$ cat config.mk
export PLATFORM = sky130hd
export DESIGN_NAME = avr_subset_instruction_decoder_core
export DESIGN_NICKNAME = d
export VERILOG_FILES = /design/src/avrdec_pkg.sv /design/src/avrdec_decode.sv /design/src/avr_subset_instruction_decoder_core.sv
export SDC_FILE = /design/constraint.sdc
export NUM_CORES = 1
export LEC_CHECK = 0
export BUFFER_PORTS_ARGS = -buffer_cell sky130_fd_sc_hd__buf_2
export CORE_MARGIN = 2
export CORE_UTILIZATION = 30
export CTS_CLUSTER_DIAMETER = 30
export CTS_CLUSTER_SIZE = 20
export DETAILED_ROUTE_END_ITERATION = 6
export PLACE_DENSITY = 0.51
export SLEW_MARGIN = 20
export SYNTH_ARGS = -nofsm -noshare
export SYNTH_HDL_FRONTEND = slang
export SYNTH_HIERARCHICAL = 1
export SYNTH_SLANG_ARGS = --single-unit
export TNS_END_PERCENT = 50
$ cat constraint.sdc
create_clock -name i_clk -period 2.6 [get_ports i_clk]
set_input_delay 0 -clock i_clk [delete_from_list [all_inputs] [get_ports i_clk]]
set_output_delay 0 -clock i_clk [all_outputs]
set_load 0.05 [all_outputs]
$ cat src/avrdec_pkg.sv
// Shared types, class codes and result packing for the AVR subset decoder.
package avrdec_pkg;

    localparam int unsigned WORD_W  = 16;
    localparam int unsigned CLASS_W = 4;
    localparam int unsigned REG_W   = 5;
    localparam int unsigned IMM_W   = 8;
    localparam int unsigned BOFF_W  = 7;
    localparam int unsigned IO_W    = 6;
    localparam int unsigned MODE_W  = 2;
    localparam int unsigned RES_W   = CLASS_W + 2 * REG_W + IMM_W + BOFF_W + IO_W + MODE_W;
    localparam int unsigned RES_BYTES_W = ((RES_W + 7) / 8) * 8;

    localparam logic [CLASS_W-1:0] CLS_NOP     = 4'd0;
    localparam logic [CLASS_W-1:0] CLS_EOR     = 4'd1;
    localparam logic [CLASS_W-1:0] CLS_LDI     = 4'd2;
    localparam logic [CLASS_W-1:0] CLS_LD      = 4'd3;
    localparam logic [CLASS_W-1:0] CLS_CPI     = 4'd4;
    localparam logic [CLASS_W-1:0] CLS_BRNE    = 4'd5;
    localparam logic [CLASS_W-1:0] CLS_SBIW    = 4'd6;
    localparam logic [CLASS_W-1:0] CLS_CP      = 4'd7;
    localparam logic [CLASS_W-1:0] CLS_MOV     = 4'd8;
    localparam logic [CLASS_W-1:0] CLS_OUT     = 4'd9;
    localparam logic [CLASS_W-1:0] CLS_DEC     = 4'd10;
    localparam logic [CLASS_W-1:0] CLS_INC     = 4'd11;
    localparam logic [CLASS_W-1:0] CLS_UNKNOWN = 4'd12;

    localparam logic [MODE_W-1:0] LD_X_POSTINC = 2'd0;
    localparam logic [MODE_W-1:0] LD_X_PREDEC  = 2'd1;
    localparam logic [MODE_W-1:0] LD_Y_POSTINC = 2'd2;

    typedef struct packed {
        logic [MODE_W-1:0]        ld_mode;
        logic [IO_W-1:0]          io_address;
        logic signed [BOFF_W-1:0] branch_offset;
        logic [IMM_W-1:0]         immediate;
        logic [REG_W-1:0]         src_reg;
        logic [REG_W-1:0]         dest_reg;
        logic [CLASS_W-1:0]       op_class;
    } t_dec_result;

    // Struct layout already puts op_class lowest; pad to whole bytes.
    function automatic logic [RES_BYTES_W-1:0] pack_result(input t_dec_result res);
        logic [RES_BYTES_W-1:0] v;
        v = '0;
        v[RES_W-1:0] = res;
        return v;
    endfunction

endpackage

$ cat src/avrdec_decode.sv
// Combinational pattern match and operand extraction for one instruction word.
module avrdec_decode
    import avrdec_pkg::*;
(
    input  logic [WORD_W-1:0] i_word,
    output t_dec_result       o_res
);

    logic [5:0] top6;
    logic [3:0] top4;
    logic [6:0] top7;
    logic [7:0] top8;
    logic [4:0] top5;
    logic [3:0] low4;
    logic [4:0] d5;
    logic [4:0] r5;

    assign top6 = i_word[15:10];
    assign top4 = i_word[15:12];
    assign top7 = i_word[15:9];
    assign top8 = i_word[15:8];
    assign top5 = i_word[15:11];
    assign low4 = i_word[3:0];
    assign d5   = i_word[8:4];
    assign r5   = {i_word[9], i_word[3:0]};

    always_comb begin
        o_res          = '0;
        o_res.op_class = CLS_UNKNOWN;
        if (i_word == '0) begin
            o_res.op_class = CLS_NOP;
        end else if (top6 == 6'h09) begin
            o_res.op_class = CLS_EOR;
            o_res.dest_reg = d5;
            o_res.src_reg  = r5;
        end else if (top4 == 4'hE || top4 == 4'h3) begin
            o_res.op_class  = (top4 == 4'hE) ? CLS_LDI : CLS_CPI;
            o_res.dest_reg  = {1'b1, i_word[7:4]};
            o_res.immediate = {i_word[11:8], low4};
        end else if (top7 == 7'h48) begin
            // unlisted pointer modes fall to unknown with no later match
            if (low4 == 4'hD) begin
                o_res.op_class = CLS_LD;
                o_res.dest_reg = d5;
                o_res.ld_mode  = LD_X_POSTINC;
            end else if (low4 == 4'hE) begin
                o_res.op_class = CLS_LD;
                o_res.dest_reg = d5;
                o_res.ld_mode  = LD_X_PREDEC;
            end else if (low4 == 4'h9) begin
                o_res.op_class = CLS_LD;
                o_res.dest_reg = d5;
                o_res.ld_mode  = LD_Y_POSTINC;
            end
        end else if (top6 == 6'h3D && i_word[2:0] == 3'b001) begin
            o_res.op_class      = CLS_BRNE;
            o_res.branch_offset = i_word[9:3];
        end else if (top8 == 8'h97) begin
            o_res.op_class  = CLS_SBIW;
            o_res.dest_reg  = {2'b11, i_word[5:4], 1'b0};
            o_res.immediate = {2'b00, i_word[7:6], low4};
        end else if (top6 == 6'h05) begin
            o_res.op_class = CLS_CP;
            o_res.dest_reg = d5;
            o_res.src_reg  = r5;
        end else if (top6 == 6'h0B) begin
            o_res.op_class = CLS_MOV;
            o_res.dest_reg = d5;
            o_res.src_reg  = r5;
        end else if (top5 == 5'h17) begin
            o_res.op_class   = CLS_OUT;
            o_res.src_reg    = d5;
            o_res.io_address = {i_word[10:9], low4};
        end else if (top7 == 7'h4A) begin
            if (low4 == 4'hA) begin
                o_res.op_class = CLS_DEC;
                o_res.dest_reg = d5;
            end else if (low4 == 4'h3) begin
                o_res.op_class = CLS_INC;
                o_res.dest_reg = d5;
            end
        end
    end

endmodule

$ cat src/avr_subset_instruction_decoder_core.sv
// Top level: input register, decode logic and result register of the AVR subset decoder.
//
//  channel  | dir | handshake              | payload
//  s_axis   | in  | i_s_axis_tvalid/o_..   | tdata[15:0] instr_word
//  m_axis   | out | o_m_axis_tvalid/i_..   | tdata[39:0] decoded fields, 3 pad bits
//
// One word per cycle sustained while m_axis does not stall; each request passes through
// the input register, then the decode logic, then the result register.
// Reset (i_rst_n low, synchronous) empties both registers; payload is not cleared.
// A stall on m_axis holds the result; the input register still takes a request
// while the result register waits, then stalls once it is full too.
module avr_subset_instruction_decoder_core
    import avrdec_pkg::*;
(
    input  logic                   i_clk,
    input  logic                   i_rst_n,
    input  logic                   i_s_axis_tvalid,
    output logic                   o_s_axis_tready,
    input  logic [WORD_W-1:0]      i_s_axis_tdata,  // [15:0] instr_word
    output logic                   o_m_axis_tvalid,
    input  logic                   i_m_axis_tready,
    // [3:0] op_class, [8:4] dest_reg, [13:9] src_reg, [21:14] immediate,
    // [28:22] branch_offset, [34:29] io_address, [36:35] ld_mode, [39:37] zero
    output logic [RES_BYTES_W-1:0] o_m_axis_tdata
);

    logic              r_in_valid;
    logic              n_in_valid;
    logic [WORD_W-1:0] r_in_word;
    logic              r_out_valid;
    logic              n_out_valid;
    t_dec_result       r_out;
    t_dec_result       dec_res;
    logic              in_take;
    logic              out_free;
    logic              in_adv;

    avrdec_decode u_decode (
        .i_word (r_in_word),
        .o_res  (dec_res)
    );

    assign out_free        = !r_out_valid || i_m_axis_tready;
    assign in_adv          = r_in_valid && out_free;
    assign o_s_axis_tready = !r_in_valid || in_adv;
    assign in_take         = i_s_axis_tvalid && o_s_axis_tready;

    always_comb begin
        n_in_valid = r_in_valid;
        if (in_take) begin
            n_in_valid = 1'b1;
        end else if (in_adv) begin
            n_in_valid = 1'b0;
        end
        n_out_valid = r_out_valid;
        if (in_adv) begin
            n_out_valid = 1'b1;
        end else if (i_m_axis_tready) begin
            n_out_valid = 1'b0;
        end
    end

    always_ff @(posedge i_clk) begin
        if (!i_rst_n) begin
            r_in_valid  <= 1'b0;
            r_out_valid <= 1'b0;
        end else begin
            r_in_valid  <= n_in_valid;
            r_out_valid <= n_out_valid;
        end
    end

    always_ff @(posedge i_clk) begin
        if (in_take) begin
            r_in_word <= i_s_axis_tdata;
        end
        if (in_adv) begin
            r_out <= dec_res;
        end
    end

    assign o_m_axis_tvalid = r_out_valid;
    assign o_m_axis_tdata  = pack_result(r_out);

    a_unknown_clean: assert property (@(posedge i_clk) disable iff (!i_rst_n)
        (r_out_valid && r_out.op_class == CLS_UNKNOWN) |->
            (r_out.dest_reg == '0 && r_out.src_reg == '0 && r_out.immediate == '0 &&
             r_out.branch_offset == '0 && r_out.io_address == '0 && r_out.ld_mode == '0))
        else $error("unknown result carries nonzero fields");

    a_mode_only_ld: assert property (@(posedge i_clk) disable iff (!i_rst_n)
        (r_out_valid && r_out.op_class != CLS_LD) |-> (r_out.ld_mode == '0))
        else $error("ld_mode set on a non-LD result");

    a_high_regs: assert property (@(posedge i_clk) disable iff (!i_rst_n)
        (r_out_valid && (r_out.op_class == CLS_LDI || r_out.op_class == CLS_CPI ||
                         r_out.op_class == CLS_SBIW)) |-> r_out.dest_reg[4])
        else $error("immediate-class destination below r16");

    a_adv_fills_out: assert property (@(posedge i_clk) disable iff (!i_rst_n)
        in_adv |=> r_out_valid)
        else $error("decoded word lost between stages");

    a_take_fills_in: assert property (@(posedge i_clk) disable iff (!i_rst_n)
        in_take |=> r_in_valid)
        else $error("accepted request not held in input register");

endmodule
==> results of run 1 <==
[area by class of cell]
type | count | area, µm²
Clock buffer | 5 | 68.8
Clock inverter | 3 | 20.0
Fill cell | 777 | 4710
Inverter | 3 | 11.3
Multi-Input combinational cell | 104 | 742
Sequential cell | 55 | 1630
Tap cell | 102 | 128
Timing Repair Buffer | 79 | 493
[metal layers]
layer	vias up	wire, µm	share of wire [%]	track usage (%)
met2	63	2330	47	18.0
met3	8	266	5.4	2.41
met4	0	90	1.8	4.71
met5	-	0	0	0
met1	756	2270	46	15.4
li1	782	-	-	-
[cells in the final DEF, fill, tap and decap left out, types with 3 or more instances in the layout]
cell type	instances
buf_2	58
edfxtp_1	53
and2_1	20
dlygate4sd3_1	18
nand2_1	11
nor2_1	10
a22o_1	7
clkbuf_8	5
nor3_1	5
inv_1	3
conb_1	3
buf_4	3
nor2b_1	3
nand2b_1	3
[flip-flops by register name, indices dropped and copies added, names as in the netlist]
signal	flops
o_m_axis_tdata	37
o_m_axis_tvalid	1
r_in_valid	1
r_in_word	16
[kinds of logic (layout without fill, tap and decap cells)]
| group | count (synthesis) | after routing |
|---|---|---|
| other cells | 1 | 3 |
| flops | 55 | 55 |
| simple gates | 77 | 77 |
| buf+inv | 12 | 90 |
| xor+xnor | 1 | 1 |
| compound gates | 23 | 23 |
[critical path: cells and delay by family, from the launching register on]
family / cells / cell delay [ns]
AND/OR/NAND/NOR: 3 / 0.68
flip-flops: 1 / 0.55
AO/OA/AOI/OAI: 2 / 0.45
[worst min path at each step]
stage / from / endpoint / slack, ns / cells past startpoint
6_report: i_m_axis_tready / r_in_valid / 0.03 / 3
4_1_cts: i_m_axis_tready / r_in_valid / 0.02 / 3
3_5_place_dp: i_s_axis_tdata[7] / r_in_word[7] / 0.18 / 1
2_1_floorplan: i_s_axis_tdata[0] / r_in_word[0] / 0.1 / 0
3_3_place_gp: i_s_axis_tdata[7] / r_in_word[7] / 0.18 / 1
5_1_grt: i_m_axis_tready / r_in_valid / 0.03 / 3
[stage by stage]
stage | area, µm² | hold WS (ns) | std cells | utilization (%)
after floorplan | 2440 | 0.0989 | 171 | -
after global placement | 2830 | 0.182 | 325 | 36.2
after detailed placement | 2830 | 0.179 | 325 | 36.2
after CTS | 3090 | 0.0225 | 351 | 39.6
after global routing | 3090 | 0.0268 | 351 | 39.6
final | 3090 | 0.0283 | 351 | 39.6
[timing repair]
| action | 4_1_cts | 5_1_grt |
|---|---|---|
| endpoints found under the hold margin | 18 | 0 |
| resized for setup | 0 | 0 |
| setup buffers | 0 | 0 |
| hold buffers | 18 | 0 |
[where the power goes]
group          internal (mW)  switching (mW)  leakage, nW
Combinational         0.0779           0.178        0.626
Sequential              1.02          0.0400        0.503
Clock                  0.188           0.271       0.0418
==> results.sh, run 1 <==
export IMPL_die_w_um=94.0
export IMPL_synthArstFlopShare_pct=0
export IMPL_ir_drop_uv=174
export IMPL_synth_ff_type="edfxtp_1"
export IMPL_synthTopCellsByCount="edfxtp_1, and2_1, nand2_1"
export IMPL_finalPower_mw=1.78
export IMPL_drt_vias_per_instance=4.58
export IMPL_syn_area_um2=2430
export IMPL_drcViolationCount=0
export IMPL_drv_slew=0
export IMPL_synth_top_family_by_area="simple AND/OR/NAND/NOR gates"
export IMPL_yosys_area_share_simple_pct=20.4
export IMPL_dieArea_um2=8840
export IMPL_grt_max_degree=38
export IMPL_diodes=0
export IMPL_critPathSlowestCell="edfxtp_1"
export IMPL_reg2regPathDepth=5
export IMPL_required_ns=2.66
export IMPL_hold_viol=0
export IMPL_chipHeight_um=94.0
export IMPL_gp_congestion=0.860
export IMPL_clk_latency_ns=0.30
export IMPL_period_needed_ns=1.92
export IMPL_synth_adder_area_share_pct=0
export IMPL_start_util_pct=31.2
export IMPL_fin_nets=268
export IMPL_muxShareOfSynthArea_pct=0
export IMPL_pre_cts_slack_ns=0.701
export IMPL_dp_hpwl_um=3480
export IMPL_rows=32
export IMPL_startpoint="r_in_word[14]"
export IMPL_synth_top_area_share_pct=65.4
export IMPL_drive_above_1_share_pct=32.9
export IMPL_yosysMostFrequentCell="edfxtp_1"
export IMPL_setup_viol=0
export IMPL_wl_um=4960
export IMPL_synth_top_area_cell="edfxtp_1"
export IMPL_timing_final_ws_setup_ns=0.678
export IMPL_synth_edf_count=53
export IMPL_synth_compound_area_share_pct=9.00
export IMPL_max_clock_freq_mhz=520
export IMPL_r2r_end="o_m_axis_tdata[2]"
export IMPL_vias=1609
export IMPL_leakagePower_nw=1.17
export IMPL_powerDensity_nw_per_um2=574
export IMPL_firstDrtPassIters=4
export IMPL_yosys_area_share_xor_xnor_pct=0.360
export IMPL_antenna_found_initial=0
export IMPL_grt_first_pass_wirelength_um=7710
export IMPL_core_um2=7810
export IMPL_seq_area_frac_synth_pct=67.1
export IMPL_syn_instance_count=169
export IMPL_syn_avg_cell_area_um2=14.4
export IMPL_htree_levels=2
export IMPL_cts_tree="yes"
export IMPL_cts_sinks=55
export IMPL_start_kind="register"
export IMPL_arrival_ns=1.98
export IMPL_track_usage_pct=11.4
export IMPL_endpoint_kind="register"
export IMPL_grt_overflow=0
export IMPL_drv_cap=0
export IMPL_cp_slowest_stage_delay_ns=0.55
export IMPL_crit_chain="or3_4, a2111oi_4, or2_1, a41o_2, nor4_2"
export IMPL_rsz0062_at_grt="false"
export IMPL_yosysWarnings=6
export IMPL_ys_ff_latch=55
export IMPL_clockRootBuffer="clkbuf_8"
export IMPL_routedWlPerCell_um=14.1
export IMPL_ys_types=48
export IMPL_grt_pass1_vias=1525
export IMPL_fin_skew_ns=0.00212
export IMPL_r2r_start="r_in_word[14]"
export IMPL_port_buffers=58
export IMPL_r2r_slack_ns=0.68
export IMPL_cts_buffers=5
export IMPL_status="finished, final reports clean"
export IMPL_clk_pin_slew_ns=0.09
export IMPL_drt_initial_drc_count=87
export IMPL_critPathKind="register to register"
export IMPL_ant_nets=0
export IMPL_worstPathMaxFanout=10
export IMPL_fin_crit_sh_pct=73.9
export IMPL_area_delta_synth_final_pct=27.2
export IMPL_setup_tns_final_ns=0
export IMPL_synth_area_leaders="edfxtp_1, and2_1, a22o_1"
export IMPL_hp_class="primary input to register"
export IMPL_ios=62
export IMPL_critPathCapture="o_m_axis_tdata[2]"
export IMPL_clockBufferDepth=2
Power figures use the tool's default switching activity.
==> run 2, diff against run 1 <==
--- a/config.mk
+++ b/config.mk
@@ -11,7 +11,7 @@
 export CTS_CLUSTER_DIAMETER = 30
 export CTS_CLUSTER_SIZE = 20
 export DETAILED_ROUTE_END_ITERATION = 6
-export PLACE_DENSITY = 0.51
+export PLACE_DENSITY = 0.49
 export SLEW_MARGIN = 20
 export SYNTH_ARGS = -nofsm -noshare
 export SYNTH_HDL_FRONTEND = slang
==> constraint.sdc (replaced) <==
create_clock -name i_clk -period 1.9 [get_ports i_clk]
set_input_delay 0 -clock i_clk [delete_from_list [all_inputs] [get_ports i_clk]]
set_output_delay 0 -clock i_clk [all_outputs]
set_load 0.05 [all_outputs]
==> results.sh, run 2 (synthesis results as in run 1) <==
export IMPL_final_cell_mix="buf_2, edfxtp_1, buf_4"
export IMPL_leakagePower_nw=1.30
export IMPL_rsz0062_at_grt="true"
export IMPL_rows=32
export IMPL_period_needed_ns=1.85
export IMPL_critPathSlowestCell="edfxtp_1"
export IMPL_start_kind="register"
export IMPL_cts_buffers=5
export IMPL_fin_skew_ns=0.00321
export IMPL_pre_cts_slack_ns=0.0999
export IMPL_fin_crit_sh_pct=97.2
export IMPL_crit_chain="buf_4, or3b_1, a21boi_2, nor2_1, a311oi_2"
export IMPL_max_clock_freq_mhz=542
export IMPL_critPathKind="register to register"
export IMPL_htree_levels=2
export IMPL_arrival_ns=1.98
export IMPL_powerDensity_nw_per_um2=818
export IMPL_grt_first_pass_wirelength_um=7910
export IMPL_die_w_um=94.0
export IMPL_area_delta_synth_final_pct=36.2
export IMPL_chipHeight_um=94.0
export IMPL_dp_hpwl_um=3690
export IMPL_track_usage_pct=11.9
export IMPL_r2r_slack_ns=0.05
export IMPL_reg2regPathDepth=5
export IMPL_clockBufferDepth=2
export IMPL_antenna_found_initial=0
export IMPL_grt_overflow=0
export IMPL_cts_tree="yes"
export IMPL_holdPathStages=3
export IMPL_vias=1657
export IMPL_endpoint_kind="register"
export IMPL_timing_final_ws_setup_ns=0.0538
export IMPL_path_buf_inv=1
export IMPL_start_util_pct=31.2
export IMPL_clk_pin_slew_ns=0.09
export IMPL_final_cells=371
export IMPL_ant_nets=0
export IMPL_dieArea_um2=8840
export IMPL_required_ns=2.04
export IMPL_grt_pass1_vias=1598
export IMPL_drcViolationCount=0
export IMPL_gp_congestion=0.882
export IMPL_hp_class="primary input to register"
export IMPL_clockRootBuffer="clkbuf_8"
export IMPL_finalPower_mw=2.71
export IMPL_cp_top_family="simple AND/OR/NAND/NOR gates"
export IMPL_clk_latency_ns=0.30
export IMPL_hold_worst_slack_ns=0.0435
export IMPL_largest_register_ffs=37
export IMPL_port_buffers=58
export IMPL_drv_cap=0
export IMPL_r2r_end="o_m_axis_tdata[1]"
export IMPL_core_um2=7810
export IMPL_drt_initial_drc_count=110
export IMPL_hold_viol=0
export IMPL_drive_above_1_share_pct=38.7
export IMPL_final_common_cell="buf_2"
export IMPL_diodes=0
export IMPL_path_depth=5
export IMPL_holdCritStartpoint="i_m_axis_tready"
export IMPL_ios=62
export IMPL_setup_viol=0
export IMPL_drt_vias_per_instance=4.47
export IMPL_ir_drop_uv=265
export IMPL_r2r_start="r_in_word[14]"
export IMPL_dp_cells=341
export IMPL_status="finished, final reports clean"
export IMPL_cts_sinks=55
export IMPL_fin_nets=288
export IMPL_firstDrtPassIters=4
export IMPL_wl_um=5020
export IMPL_drv_slew=0
export IMPL_grt_max_degree=38
export IMPL_routedWlPerCell_um=13.5
export IMPL_holdPathEnd="r_in_valid"
export IMPL_cp_slowest_stage_delay_ns=0.46
export IMPL_worstPathMaxFanout=6
[run 2: changes by cell type in the layout (fill, tap and decap cells not counted), sizes merged]
cell,change
bufinv,+2
buf,+20
clkbuf,+1
clkinvlp,-1
clkinv,-2
[run 2: metal layers]
metal	track usage [%]	vias to the layer above	wire length (µm)
met5	0	-	0
met4	5.43	0	83
met3	1.93	5	215
met2	19.4	45	2540
met1	15.4	786	2180
li1	-	821	-
[run 2: cell type report]
type	instances	area, µm²
Clock buffer	6	72.6
Clock inverter	2	60.1
Fill cell	749	4500
Inverter	3	11.3
Multi-Input combinational cell	104	753
Sequential cell	55	1630
Tap cell	102	128
Timing Repair Buffer	99	656
[run 2: worst max path at each step]
stage | startpoint | end | slack (ns)
after floorplan | o_m_axis_tvalid | r_in_word[0] | -0.06
after global placement | r_in_word[11] | o_m_axis_tdata[3] | 0.08
after detailed placement | r_in_word[11] | o_m_axis_tdata[3] | 0.1
after CTS | r_in_word[11] | o_m_axis_tdata[3] | 0.09
after global routing | r_in_word[14] | o_m_axis_tdata[2] | -0.01
final | r_in_word[14] | o_m_axis_tdata[1] | 0.05
[run 2: through the flow]
stage	util, %	instance area (µm²)	setup TNS [ns]
floorplan	-	2450	-1.03
global placement	37.9	2960	0
detailed placement	37.9	2960	0
CTS	41.9	3270	0
global route	42.4	3310	-0.0437
finish	42.4	3310	0
[run 2: what timing repair did]
action,4_1_cts,5_1_grt
hold endpoints to repair,18,0
setup buffers,0,4
setup endpoints to repair,0,5
hold buffers,18,0
resized for setup,0,2
[run 2: tightest hold or removal path: cells and delay by family]
kind,cells,cell delay [ns]
compound gates,1,0.05
buf+inv,1,0.12
simple gates,1,0.13
[run 2: power by group]
| part | internal (mW) | switching, mW | total [mW] |
|---|---|---|---|
| logic | 0.131 | 0.263 | 0.395 |
| clock network | 0.526 | 0.351 | 0.877 |
| registers | 1.40 | 0.0395 | 1.44 |
| total | 2.05 | 0.654 | 2.71 |
